`src/hw/rtl/bhcs_pkg.sv`:
```
`timescale 1ns / 1ps

package bhcs_pkg;

   // widths fixed by the register and result formats
   localparam int CFG_BITS       = 4;
   localparam int CSR_INDEX_BITS = 2;
   localparam int GUN_MODE_BITS  = 2;

   // configuration register indexes
   localparam logic [CSR_INDEX_BITS-1:0] REG_HOLD_NORMAL      = 2'd0;
   localparam logic [CSR_INDEX_BITS-1:0] REG_HOLD_CALIBRATING = 2'd1;
   localparam logic [CSR_INDEX_BITS-1:0] REG_SOLENOID_FRAMES  = 2'd2;

   // configuration reset values
   localparam logic [CFG_BITS-1:0] HOLD_NORMAL_RESET      = 4'd1;
   localparam logic [CFG_BITS-1:0] HOLD_CALIBRATING_RESET = 4'd5;
   localparam logic [CFG_BITS-1:0] SOLENOID_FRAMES_RESET  = 4'd2;

   // gun mode codes as reported on the result channel
   localparam logic [GUN_MODE_BITS-1:0] GUN_NORMAL    = 2'd0;
   localparam logic [GUN_MODE_BITS-1:0] GUN_TOP_LEFT  = 2'd1;
   localparam logic [GUN_MODE_BITS-1:0] GUN_LOW_RIGHT = 2'd2;

   // gun mode state machine
   typedef enum logic [2:0] {
      MODE_NORMAL    = 3'b001,
      MODE_TOP_LEFT  = 3'b010,
      MODE_LOW_RIGHT = 3'b100
   } mode_type;

endpackage

```
`src/hw/rtl/bhcs_if.sv`:
```
`timescale 1ns / 1ps

// frame transaction: button edges, pin levels and aim point
interface bhcs_req_if #(
   parameter int NUM_BUTTONS = 8,
   parameter int AIM_BITS    = 16
);
   logic                   valid;
   logic                   ready;
   logic [NUM_BUTTONS-1:0] edge_flags;
   logic [NUM_BUTTONS-1:0] pin_levels;
   logic [AIM_BITS-1:0]    aim_x;
   logic [AIM_BITS-1:0]    aim_y;

   modport source (output valid, output edge_flags, output pin_levels,
                   output aim_x, output aim_y, input ready);
   modport sink   (input valid, input edge_flags, input pin_levels,
                   input aim_x, input aim_y, output ready);
endinterface

// result transaction: button state, gun mode and calibration corners
interface bhcs_rsp_if #(
   parameter int NUM_BUTTONS = 8,
   parameter int AIM_BITS    = 16
);
   logic                                 valid;
   logic                                 ready;
   logic [NUM_BUTTONS-1:0]               button_report;
   logic [NUM_BUTTONS-1:0]               new_press;
   logic [bhcs_pkg::GUN_MODE_BITS-1:0]   gun_mode;
   logic                                 solenoid_drive;
   logic                                 calibration_led;
   logic                                 calibration_done;
   logic [AIM_BITS-1:0]                  top_left_x;
   logic [AIM_BITS-1:0]                  top_left_y;
   logic [AIM_BITS-1:0]                  low_right_x;
   logic [AIM_BITS-1:0]                  low_right_y;

   modport source (output valid, output button_report, output new_press,
                   output gun_mode, output solenoid_drive, output calibration_led,
                   output calibration_done, output top_left_x, output top_left_y,
                   output low_right_x, output low_right_y, input ready);
   modport sink   (input valid, input button_report, input new_press,
                   input gun_mode, input solenoid_drive, input calibration_led,
                   input calibration_done, input top_left_x, input top_left_y,
                   input low_right_x, input low_right_y, output ready);
endinterface

```
`src/hw/rtl/bhcs_buttons.sv`:
```
`timescale 1ns / 1ps

module bhcs_buttons #(
   parameter int NUM_BUTTONS = 8
) (
   input  logic                             clock,
   input  logic                             reset,
   input  logic                             update,
   input  logic [NUM_BUTTONS-1:0]           edges,
   input  logic [NUM_BUTTONS-1:0]           levels,
   input  logic [bhcs_pkg::CFG_BITS-1:0]    hold_len,
   output logic [NUM_BUTTONS-1:0]           pressed,
   output logic [NUM_BUTTONS-1:0]           fresh
);
   import bhcs_pkg::*;

   logic [CFG_BITS-1:0]    count_ff [NUM_BUTTONS];
   logic [CFG_BITS-1:0]    count_in [NUM_BUTTONS];
   logic [NUM_BUTTONS-1:0] pressed_ff;
   logic [NUM_BUTTONS-1:0] pressed_in;

   // per-button press, hold countdown and release
   always_comb begin
      pressed_in = pressed_ff;
      fresh      = '0;
      for (int i = 0; i < NUM_BUTTONS; i++) begin
         count_in[i] = count_ff[i];
         if (edges[i] && (count_ff[i] == '0)) begin
            count_in[i]   = hold_len;
            pressed_in[i] = 1'b1;
            fresh[i]      = 1'b1;
         end else if (pressed_ff[i]) begin
            if (count_ff[i] == '0) begin
               if (levels[i]) begin
                  pressed_in[i] = 1'b0;
               end
            end else begin
               count_in[i] = count_ff[i] - 1'b1;
            end
         end
      end
   end

   // state moves once per frame transaction
   always_ff @(posedge clock) begin
      if (reset) begin
         pressed_ff <= '0;
         for (int i = 0; i < NUM_BUTTONS; i++) begin
            count_ff[i] <= '0;
         end
      end else if (update) begin
         pressed_ff <= pressed_in;
         for (int i = 0; i < NUM_BUTTONS; i++) begin
            count_ff[i] <= count_in[i];
         end
      end
   end

   assign pressed = pressed_ff;

endmodule

```
`src/hw/rtl/button_hold_calibration_solenoid.sv`:
```
`timescale 1ns / 1ps
// path: an accepted frame transaction waits in the input register until the result
//   register is free; its result is valid once it reaches the result register
// throughput: one frame transaction per cycle when not stalled, set by the single
//   pass from input register through button and mode logic into the result register
// reset: synchronous active-high; clears buttons, mode, solenoid, registers to
//   their defaults and corners to top-left zero and bottom-right all ones
module button_hold_calibration_solenoid #(
   parameter int NUM_BUTTONS = 8,
   parameter int AIM_BITS    = 16
) (
   input  logic                                   clock,
   input  logic                                   reset,
   bhcs_req_if.sink                               req,
   bhcs_rsp_if.source                             rsp,
   input  logic                                   csr_write_enable,
   input  logic [bhcs_pkg::CSR_INDEX_BITS-1:0]    csr_index,
   input  logic [bhcs_pkg::CFG_BITS-1:0]          csr_write_data
);
   import bhcs_pkg::*;

   localparam int TRIGGER_BTN = 0;
   localparam int CAL_BTN     = NUM_BUTTONS - 1;

   // configuration registers
   logic [CFG_BITS-1:0] hold_normal_ff;
   logic [CFG_BITS-1:0] hold_cal_ff;
   logic [CFG_BITS-1:0] sol_frames_ff;

   // input stage
   logic                   s1_valid_ff;
   logic [NUM_BUTTONS-1:0] s1_edges_ff;
   logic [NUM_BUTTONS-1:0] s1_levels_ff;
   logic [AIM_BITS-1:0]    s1_aim_x_ff;
   logic [AIM_BITS-1:0]    s1_aim_y_ff;

   // frame state
   mode_type            mode_ff, mode_in;
   logic [CFG_BITS-1:0] sol_count_ff, sol_count_in;
   logic                sol_on_ff, sol_on_in;
   logic [AIM_BITS-1:0] tl_x_ff, tl_x_in, tl_y_ff, tl_y_in;
   logic [AIM_BITS-1:0] br_x_ff, br_x_in, br_y_ff, br_y_in;

   // result stage
   logic                   rsp_valid_ff;
   logic [NUM_BUTTONS-1:0] new_press_ff;
   logic                   done_ff, done_in;

   logic                   advance;
   logic                   fire;
   logic [CFG_BITS-1:0]    hold_len;
   logic [NUM_BUTTONS-1:0] pressed;
   logic [NUM_BUTTONS-1:0] fresh;

   // handshake: result register frees when taken
   assign advance   = !rsp_valid_ff || rsp.ready;
   assign fire      = s1_valid_ff && advance;
   assign req.ready = !s1_valid_ff || advance;

   // configuration writes
   always_ff @(posedge clock) begin
      if (reset) begin
         hold_normal_ff <= HOLD_NORMAL_RESET;
         hold_cal_ff    <= HOLD_CALIBRATING_RESET;
         sol_frames_ff  <= SOLENOID_FRAMES_RESET;
      end else if (csr_write_enable) begin
         unique case (csr_index)
            REG_HOLD_NORMAL:      hold_normal_ff <= csr_write_data;
            REG_HOLD_CALIBRATING: hold_cal_ff    <= csr_write_data;
            REG_SOLENOID_FRAMES:  sol_frames_ff  <= csr_write_data;
            default: ;
         endcase
      end
   end

   // input register
   always_ff @(posedge clock) begin
      if (reset) begin
         s1_valid_ff <= 1'b0;
      end else if (req.ready) begin
         s1_valid_ff <= req.valid;
      end
   end

   always_ff @(posedge clock) begin
      if (req.valid && req.ready) begin
         s1_edges_ff  <= req.edge_flags;
         s1_levels_ff <= req.pin_levels;
         s1_aim_x_ff  <= req.aim_x;
         s1_aim_y_ff  <= req.aim_y;
      end
   end

   // hold length follows the mode
   assign hold_len = (mode_ff == MODE_NORMAL) ? hold_normal_ff : hold_cal_ff;

   bhcs_buttons #(
      .NUM_BUTTONS (NUM_BUTTONS)
   ) u_buttons (
      .clock    (clock),
      .reset    (reset),
      .update   (fire),
      .edges    (s1_edges_ff),
      .levels   (s1_levels_ff),
      .hold_len (hold_len),
      .pressed  (pressed),
      .fresh    (fresh)
   );

   // calibrate and trigger actions, then the solenoid countdown
   always_comb begin
      mode_in      = mode_ff;
      sol_count_in = sol_count_ff;
      sol_on_in    = sol_on_ff;
      tl_x_in      = tl_x_ff;
      tl_y_in      = tl_y_ff;
      br_x_in      = br_x_ff;
      br_y_in      = br_y_ff;
      done_in      = 1'b0;
      if (fresh[CAL_BTN]) begin
         mode_in = MODE_TOP_LEFT;
      end else if (fresh[TRIGGER_BTN]) begin
         unique case (mode_ff)
            MODE_TOP_LEFT: begin
               tl_x_in = s1_aim_x_ff;
               tl_y_in = s1_aim_y_ff;
               mode_in = MODE_LOW_RIGHT;
            end
            MODE_LOW_RIGHT: begin
               br_x_in = s1_aim_x_ff;
               br_y_in = s1_aim_y_ff;
               mode_in = MODE_NORMAL;
               done_in = 1'b1;
            end
            MODE_NORMAL: begin
               if (sol_count_ff == '0) begin
                  sol_count_in = sol_frames_ff;
                  sol_on_in    = 1'b1;
               end
            end
            default: ;
         endcase
      end
      if (sol_count_in == '0) begin
         sol_on_in = 1'b0;
      end else begin
         sol_count_in = sol_count_in - 1'b1;
      end
   end

   // frame state, updated once per transaction
   always_ff @(posedge clock) begin
      if (reset) begin
         mode_ff      <= MODE_NORMAL;
         sol_count_ff <= '0;
         sol_on_ff    <= 1'b0;
         tl_x_ff      <= '0;
         tl_y_ff      <= '0;
         br_x_ff      <= '1;
         br_y_ff      <= '1;
      end else if (fire) begin
         mode_ff      <= mode_in;
         sol_count_ff <= sol_count_in;
         sol_on_ff    <= sol_on_in;
         tl_x_ff      <= tl_x_in;
         tl_y_ff      <= tl_y_in;
         br_x_ff      <= br_x_in;
         br_y_ff      <= br_y_in;
      end
   end

   // result register
   always_ff @(posedge clock) begin
      if (reset) begin
         rsp_valid_ff <= 1'b0;
      end else if (advance) begin
         rsp_valid_ff <= s1_valid_ff;
      end
   end

   always_ff @(posedge clock) begin
      if (fire) begin
         new_press_ff <= fresh;
         done_ff      <= done_in;
      end
   end

   // state registers double as result payload: they move only with a new result
   always_comb begin
      unique case (mode_ff)
         MODE_TOP_LEFT:  rsp.gun_mode = GUN_TOP_LEFT;
         MODE_LOW_RIGHT: rsp.gun_mode = GUN_LOW_RIGHT;
         default:        rsp.gun_mode = GUN_NORMAL;
      endcase
   end

   assign rsp.valid            = rsp_valid_ff;
   assign rsp.button_report    = pressed;
   assign rsp.new_press        = new_press_ff;
   assign rsp.solenoid_drive   = sol_on_ff;
   assign rsp.calibration_led  = (mode_ff != MODE_NORMAL);
   assign rsp.calibration_done = done_ff;
   assign rsp.top_left_x       = tl_x_ff;
   assign rsp.top_left_y       = tl_y_ff;
   assign rsp.low_right_x      = br_x_ff;
   assign rsp.low_right_y      = br_y_ff;

endmodule

```
`src/flat_wrapper.sv`:
```
// flat-port wrapper written by rule: the top's interface ports become plain ports
module button_hold_calibration_solenoid_flat import bhcs_pkg::*;
#(
   parameter int NUM_BUTTONS = 8,
   parameter int AIM_BITS    = 16
)
  (clock, reset, csr_write_enable, csr_index, csr_write_data, req_valid, req_edge_flags, req_pin_levels, req_aim_x, req_aim_y, req_ready, rsp_valid, rsp_button_report, rsp_new_press, rsp_gun_mode, rsp_solenoid_drive, rsp_calibration_led, rsp_calibration_done, rsp_top_left_x, rsp_top_left_y, rsp_low_right_x, rsp_low_right_y, rsp_ready);
  bhcs_req_if #(.NUM_BUTTONS(NUM_BUTTONS), .AIM_BITS(AIM_BITS)) req_i ();
  bhcs_rsp_if #(.NUM_BUTTONS(NUM_BUTTONS), .AIM_BITS(AIM_BITS)) rsp_i ();
  input  logic clock;
  input  logic reset;
  input  logic csr_write_enable;
  input  logic [bhcs_pkg::CSR_INDEX_BITS-1:0] csr_index;
  input  logic [bhcs_pkg::CFG_BITS-1:0] csr_write_data;
  input wire logic [$bits(req_i.valid)-1:0] req_valid;
  input wire logic [$bits(req_i.edge_flags)-1:0] req_edge_flags;
  input wire logic [$bits(req_i.pin_levels)-1:0] req_pin_levels;
  input wire logic [$bits(req_i.aim_x)-1:0] req_aim_x;
  input wire logic [$bits(req_i.aim_y)-1:0] req_aim_y;
  output wire logic [$bits(req_i.ready)-1:0] req_ready;
  output wire logic [$bits(rsp_i.valid)-1:0] rsp_valid;
  output wire logic [$bits(rsp_i.button_report)-1:0] rsp_button_report;
  output wire logic [$bits(rsp_i.new_press)-1:0] rsp_new_press;
  output wire logic [$bits(rsp_i.gun_mode)-1:0] rsp_gun_mode;
  output wire logic [$bits(rsp_i.solenoid_drive)-1:0] rsp_solenoid_drive;
  output wire logic [$bits(rsp_i.calibration_led)-1:0] rsp_calibration_led;
  output wire logic [$bits(rsp_i.calibration_done)-1:0] rsp_calibration_done;
  output wire logic [$bits(rsp_i.top_left_x)-1:0] rsp_top_left_x;
  output wire logic [$bits(rsp_i.top_left_y)-1:0] rsp_top_left_y;
  output wire logic [$bits(rsp_i.low_right_x)-1:0] rsp_low_right_x;
  output wire logic [$bits(rsp_i.low_right_y)-1:0] rsp_low_right_y;
  input wire logic [$bits(rsp_i.ready)-1:0] rsp_ready;
  assign req_i.valid = req_valid;
  assign req_i.edge_flags = req_edge_flags;
  assign req_i.pin_levels = req_pin_levels;
  assign req_i.aim_x = req_aim_x;
  assign req_i.aim_y = req_aim_y;
  assign req_ready = req_i.ready;
  assign rsp_valid = rsp_i.valid;
  assign rsp_button_report = rsp_i.button_report;
  assign rsp_new_press = rsp_i.new_press;
  assign rsp_gun_mode = rsp_i.gun_mode;
  assign rsp_solenoid_drive = rsp_i.solenoid_drive;
  assign rsp_calibration_led = rsp_i.calibration_led;
  assign rsp_calibration_done = rsp_i.calibration_done;
  assign rsp_top_left_x = rsp_i.top_left_x;
  assign rsp_top_left_y = rsp_i.top_left_y;
  assign rsp_low_right_x = rsp_i.low_right_x;
  assign rsp_low_right_y = rsp_i.low_right_y;
  assign rsp_i.ready = rsp_ready;
  button_hold_calibration_solenoid #(.NUM_BUTTONS(NUM_BUTTONS), .AIM_BITS(AIM_BITS)) u_core (.clock(clock), .reset(reset), .req(req_i), .rsp(rsp_i), .csr_write_enable(csr_write_enable), .csr_index(csr_index), .csr_write_data(csr_write_data));
endmodule
```
`config.mk`:
```
export PLATFORM = sky130hd
export DESIGN_NAME = button_hold_calibration_solenoid_flat
export DESIGN_NICKNAME = d
export VERILOG_FILES = /design/src/hw/rtl/bhcs_pkg.sv /design/src/hw/rtl/bhcs_if.sv /design/src/hw/rtl/bhcs_buttons.sv /design/src/hw/rtl/button_hold_calibration_solenoid.sv /design/src/flat_wrapper.sv
export SDC_FILE = /design/constraint.sdc
export NUM_CORES = 1
export LEC_CHECK = 0
export BUFFER_PORTS_ARGS = -buffer_cell sky130_fd_sc_hd__buf_2
export CAP_MARGIN = 30
export CORE_ASPECT_RATIO = 1.5
export CORE_MARGIN = 2
export CORE_UTILIZATION = 50
export CTS_BUF_LIST = sky130_fd_sc_hd__clkbuf_8
export DETAILED_ROUTE_END_ITERATION = 10
export PLACE_DENSITY = 0.77
export SKIP_LAST_GASP = 1
export SLEW_MARGIN = 0
export SYNTH_ARGS = -nofsm -noshare
export SYNTH_HDL_FRONTEND = slang
export SYNTH_SLANG_ARGS = --single-unit
```
`constraint.sdc`:
```
create_clock -name clock -period 2.61 [get_ports clock]
set_input_delay 0 -clock clock [delete_from_list [all_inputs] [get_ports clock]]
set_output_delay 0 -clock clock [all_outputs]
set_load 0.05 [all_outputs]
```
# Word-level counts from Yosys, hierarchy flattened
# Memory sizes are Yosys's and may differ from the RTL's.
# Cells that the tools add are included.
# totals
reg_bits	151
ramBits	32
input_bits	59
out_inout_bits	87
wordCells	177
mem_count	1
# op_classes
add_sub_neg	9
n_eq_ne	7
n_mux	93
bitwise_logic	10
reduce_logical	38
# mem_list
memory	words	word_bits	rd	rd_clocked_by_memory_dff	write_ports	line_no	text
u_core.u_buttons.count_ff	8	4	8	0	8	bhcs_buttons.sv:17	logic [CFG_BITS-1:0] count_ff [NUM_BUTTONS];
# ops
op	count
$mux 4	38
$mux 1	51
$logic_not 4->1	10
$sub 4x1->4 const B	9
$logic_and 1x1->1	10
$or 1x1->1	8
$reduce_and 4->1	2
$reduce_bool 2->1	4
$mux 3	2
$pmux 3 s2	1
$reduce_and 2->1	3
$reduce_and 5->1	1
$pmux 2 s2	1
$eq 3x1->1 const B	1
$eq 3x2->1 const B	1
$eq 3x3->1 const B	1
$ne 3x1->1 const B	1
$reduce_and 3->1	1
$reduce_bool 3->1	1
$eq 2x1->1 const B	1
$eq 2x2->1 const B	1
$logic_not 1->1	2
$logic_not 2->1	1
$logic_or 1x1->1	2
other kinds (3)	4

# Logic depth before layout (Yosys ltp)
# depth
word_depth	8
depth_mapped	12
ltp_nobuf	11

# Cells and area by module
# Synthesis repeated with hierarchy kept, for this count alone.
# unflattened
hier_cells	693
area_unflattened_um2	7683.6
# by_module_without_submodules
module	n_inst	cells_each	area_each_um2	seq_area_each_um2
button_hold_calibration_solenoid	1	442	5139.9	3433.3
bhcs_buttons	1	251	2543.7	1121.1

# Worst setup path after synthesis
# Ideal clock, no wire load.
# synth_timing
kind	register -> register
from	register u_core.rsp_valid_ff (netlist: u_core.rsp.valid)
to	register u_core.s1_aim_x_ff[0] (enable)
arrival_ps	2295
required_time_ps	2200
path_slack_ps	-95
stages_incl_launch_ff	4
path_buffers	0
synth_period_minus_slack_ps	2705
path_cell_list	dfxtp_1 > nor2b_1 > nand2_1 > and2_1
# synth_between
elab_chain_cells	4
# synth_lines
element	line_no	text
from (decl)	button_hold_calibration_solenoid.sv:45	logic rsp_valid_ff;
from (signal assigned)	button_hold_calibration_solenoid.sv:177	rsp_valid_ff <= s1_valid_ff;
$logic_not 1->1	button_hold_calibration_solenoid.sv:56	assign advance = !rsp_valid_ff || rsp.ready;
$logic_or 1x1->1	button_hold_calibration_solenoid.sv:56	
$logic_or 1x1->1	button_hold_calibration_solenoid.sv:58	assign req.ready = !s1_valid_ff || advance;
named net req_ready	flat_wrapper.sv:20	output wire logic [$bits(req_i.ready)-1:0] req_ready;
$logic_and 1x1->1	button_hold_calibration_solenoid.sv:86	if (req.valid && req.ready) begin
to (signal assigned)	button_hold_calibration_solenoid.sv:89	s1_aim_x_ff <= req.aim_x;
to (decl)	button_hold_calibration_solenoid.sv:34	logic [AIM_BITS-1:0] s1_aim_x_ff;
# The timed path passes the listed nets, and every way through them passes these cells.
# A chain may end at the register's enable or synchronous reset.

==> metrics <==
CTS root buf=clkbuf_8; ys async rst share=0%; cts bufs inserted=17; post-synthesis net count=between 700 and 800; wire per inst=approximately 16 microns; Die Ht=~150 microns; hold path start=csr_write_enable; Post-synth EDFFs=89; Setup CP Type=reg -> reg; n_diodes=0; core box area=around 15000 sq um; synthesized instance count=666; synth warn=0; Reg2Reg Depth=13; sequential fraction of the synthesis area=60.88%; CTS clk-pin slew, worst paths=around 90 ps; outcome=finished, final reports clean; clock skew=19.85 ps; Final ANT Viol Nets=0; Least-Margin Pin Slew=between 800 and 900 ps; CP Max Fanout=9; share of cells above drive strength 1=between 20% and 30%; PD cells=a little under 600 nW/um^2; Post-synth top flop=dfxtp_1; DR pass1 iterations=4; clk sinks=183; PnR Total Power=~0.0057 W; Hold Path Cell Cnt=3; count leader, synth=dfxtp_1; Critical Path End Type=register; # DRC=0; total gr overflow=0; Synth top area share=between 30% and 40%; Die W=approximately 100 microns; area leader, netlist=edfxtp_1; GRT Total Usage=roughly 22%; vias in the first global route=5605; initial antenna violation count=0; average cell area after synthesis=about 11 sq um; H-tree level count=4; average vias per placed instance=around 5.2; CTS tree=yes; Critical R2R Launch=u_core.u_buttons.count_ff[0][28]; Synth cell types=between 40 and 50; Slew HR=between 40% and 50%; die area=15980 sq um; Max Cap Violations=0; pin count of the biggest net entering global routing=66; Final setup viols=0; Post-Layout Cell Count=between 1000 and 1500; fmax=between 0.3 and 0.4 GHz; Row Count=54; final core utilization=65.11%; P_leak=about 3.7 nW; # placed instances=just under 1000; pins over their slew limit=0; I/O Buffers=roughly 150; Final Wtd Congestion=0.8069; hold path endpoint=u_core.sol_frames_ff[1]; initial DRC count=195; Critical Path RT=between 2000 and 3000 ps; HP Class=in -> reg; drt total wl=around 17 mm; tightest hold margin=roughly 65 ps; vias=approximately 5700; P&R area growth vs syn=27.01%; Final Hold Fails=0; critical path launch point type=register; flop-to-flop setup slack=between 100 and 150 ps; worst flop-to-flop path endpoint=u_core.sol_count_ff[0]; Initial Utilization=approximately 51%; clock tree buffer depth=2; CP Launch Point=u_core.u_buttons.count_ff[0][28]; maximum vdd drop=approximately 0.45 mV; Top-Level Pins=roughly 150; dpl hpwl=10.75 mm; number of synthesized register bits=approximately 180; Mapped Area=around 7500 sq um; main area contributors after synthesis=edfxtp_1 36%, dfxtp_1 25%, a211o_1 4.3%; final layout net count=about 950; Synth top cells by count=94 x dfxtp_1, 89 x edfxtp_1, 74 x nand2_1; clk_lat worst skew=roughly 480 ps; first-pass GRT wire length=between 20 and 30 mm; final worst path period need=between 2000 and 3000 ps; fin crit share=just under 100%; arrival time at the worst endpoint=just under 3000 ps
logic make-up (layout without fill, tap and decap cells):
group                    count (synthesis)  after routing  share of synthesized area, %
AO/OA/AOI/OAI                          147            147                         14.08
XOR/XNOR                                17             17                         1.990
AND/OR/NAND/NOR                        217            217                         14.03
adder cells (fa/ha/maj)                 17             17                         2.843
multiplexers                            12             12                         1.639
buffers and inverters                   73            297                         4.532
flip-flops                             183            183                         60.88
worst max-delay path by stage:
stage	slack (ps)	end	cells past startpoint
after floorplan	60	u_core.rsp.top_left_x[10]	5
after global placement	100	u_core.sol_count_ff[1]	12
after CTS	7	u_core.sol_count_ff[1]	12
after detailed placement	-40	u_core.sol_count_ff[1]	12
final	100	u_core.sol_count_ff[0]	13
after global routing	-10	u_core.sol_count_ff[0]	13
placed cells by master (no fill, tap or decap), drive strengths merged, types with 2 or more instances in the layout:
cell type,synthesis,layout
buf,11,164
nand2b,3,3
a211oi,35,35
nand3b,2,2
a211o,37,37
clkbuf,23,18
mux2,2,2
ha,17,17
edfxtp,89,89
nor2,61,61
dlygate4sd3,0,62
xor2,17,17
and2,2,2
and3,4,4
o21ai,8,8
a41oi,2,2
or3,2,2
nor3,11,11
a31oi,6,6
mux2i,10,10
nor3b,10,10
clkinv,1,3
nand3,10,10
a21oi,41,41
nand2,74,74
a21o,7,7
nand4bb,2,2
nor2b,34,34
a22oi,4,4
dfxtp,94,94
inv,38,48
sequential cells by signal (all words and copies together) (netlist names), 8 cells and up:
name / count
u_core.rsp.top_left_y: 16
u_core.s1_edges_ff: 8
u_core.s1_aim_y_ff: 16
u_core.u_buttons.pressed: 8
u_core.rsp.new_press: 8
u_core.rsp.low_right_x: 16
u_core.u_buttons.count_ff: 32
u_core.rsp.top_left_x: 16
u_core.s1_levels_ff: 8
u_core.rsp.low_right_y: 16
u_core.s1_aim_x_ff: 16
power breakdown:
group | leakage (nW) | internal (W) | switching, W
clock network | 0.204 | 0.000826 | 0.00109
registers | 1.64 | 0.00313 | 0.0000628
logic | 1.90 | 0.000241 | 0.000306
critical path: stages, from the launching register on:
cell	delay, ps
edfxtp_1	430
inv_2	100
ha_4	130
nand4bb_1	120
buf_6	150
clkinv_8	60
nor3_4	50
a31oi_2	180
ha_2	230
nand2b_1	80
a311o_2	370
buf_4	150
xor2_1	140
a211oi_1	210
routing by layer:
layer | vias up | wire [microns] | GRT usage (%)
met4 | 0 | 422 | 9.846
met3 | 34 | 964 | 6.189
met1 | 2695 | 6850 | 24.55
met5 | - | 0 | 0
li1 | 2779 | - | -
met2 | 184 | 8732 | 37.28
repair_timing:
item | in CTS | in global routing
setup buffers | 0 | 2
hold buffers | 62 | 0
hold endpoints to repair | 75 | 0
pin swaps | 0 | 5
resized for setup | 3 | 5
setup endpoints to repair | 1 | 1
per-stage QoR:
stage / cell area (sq um) / setup TNS, ps / setup slack [ps]
CTS: 9470 / 0 / 7.435
global route: 9502 / -18.50 / -10.83
floorplan: 7482 / 0 / 55.26
detailed placement: 8432 / -40.33 / -40.33
finish: 9502 / 0 / 102.0
global placement: 8432 / 0 / 100.3
area by class of cell:
type	count	area, sq um
tap	196	245.2
clock inverter	14	153.9
multi-input combinational	410	2619
inverter	39	161.4
fill	1170	5092
sequential	183	4554
timing repair buffer	226	1520
clock buffer	18	247.7
Power figures use the tool's default switching activity.
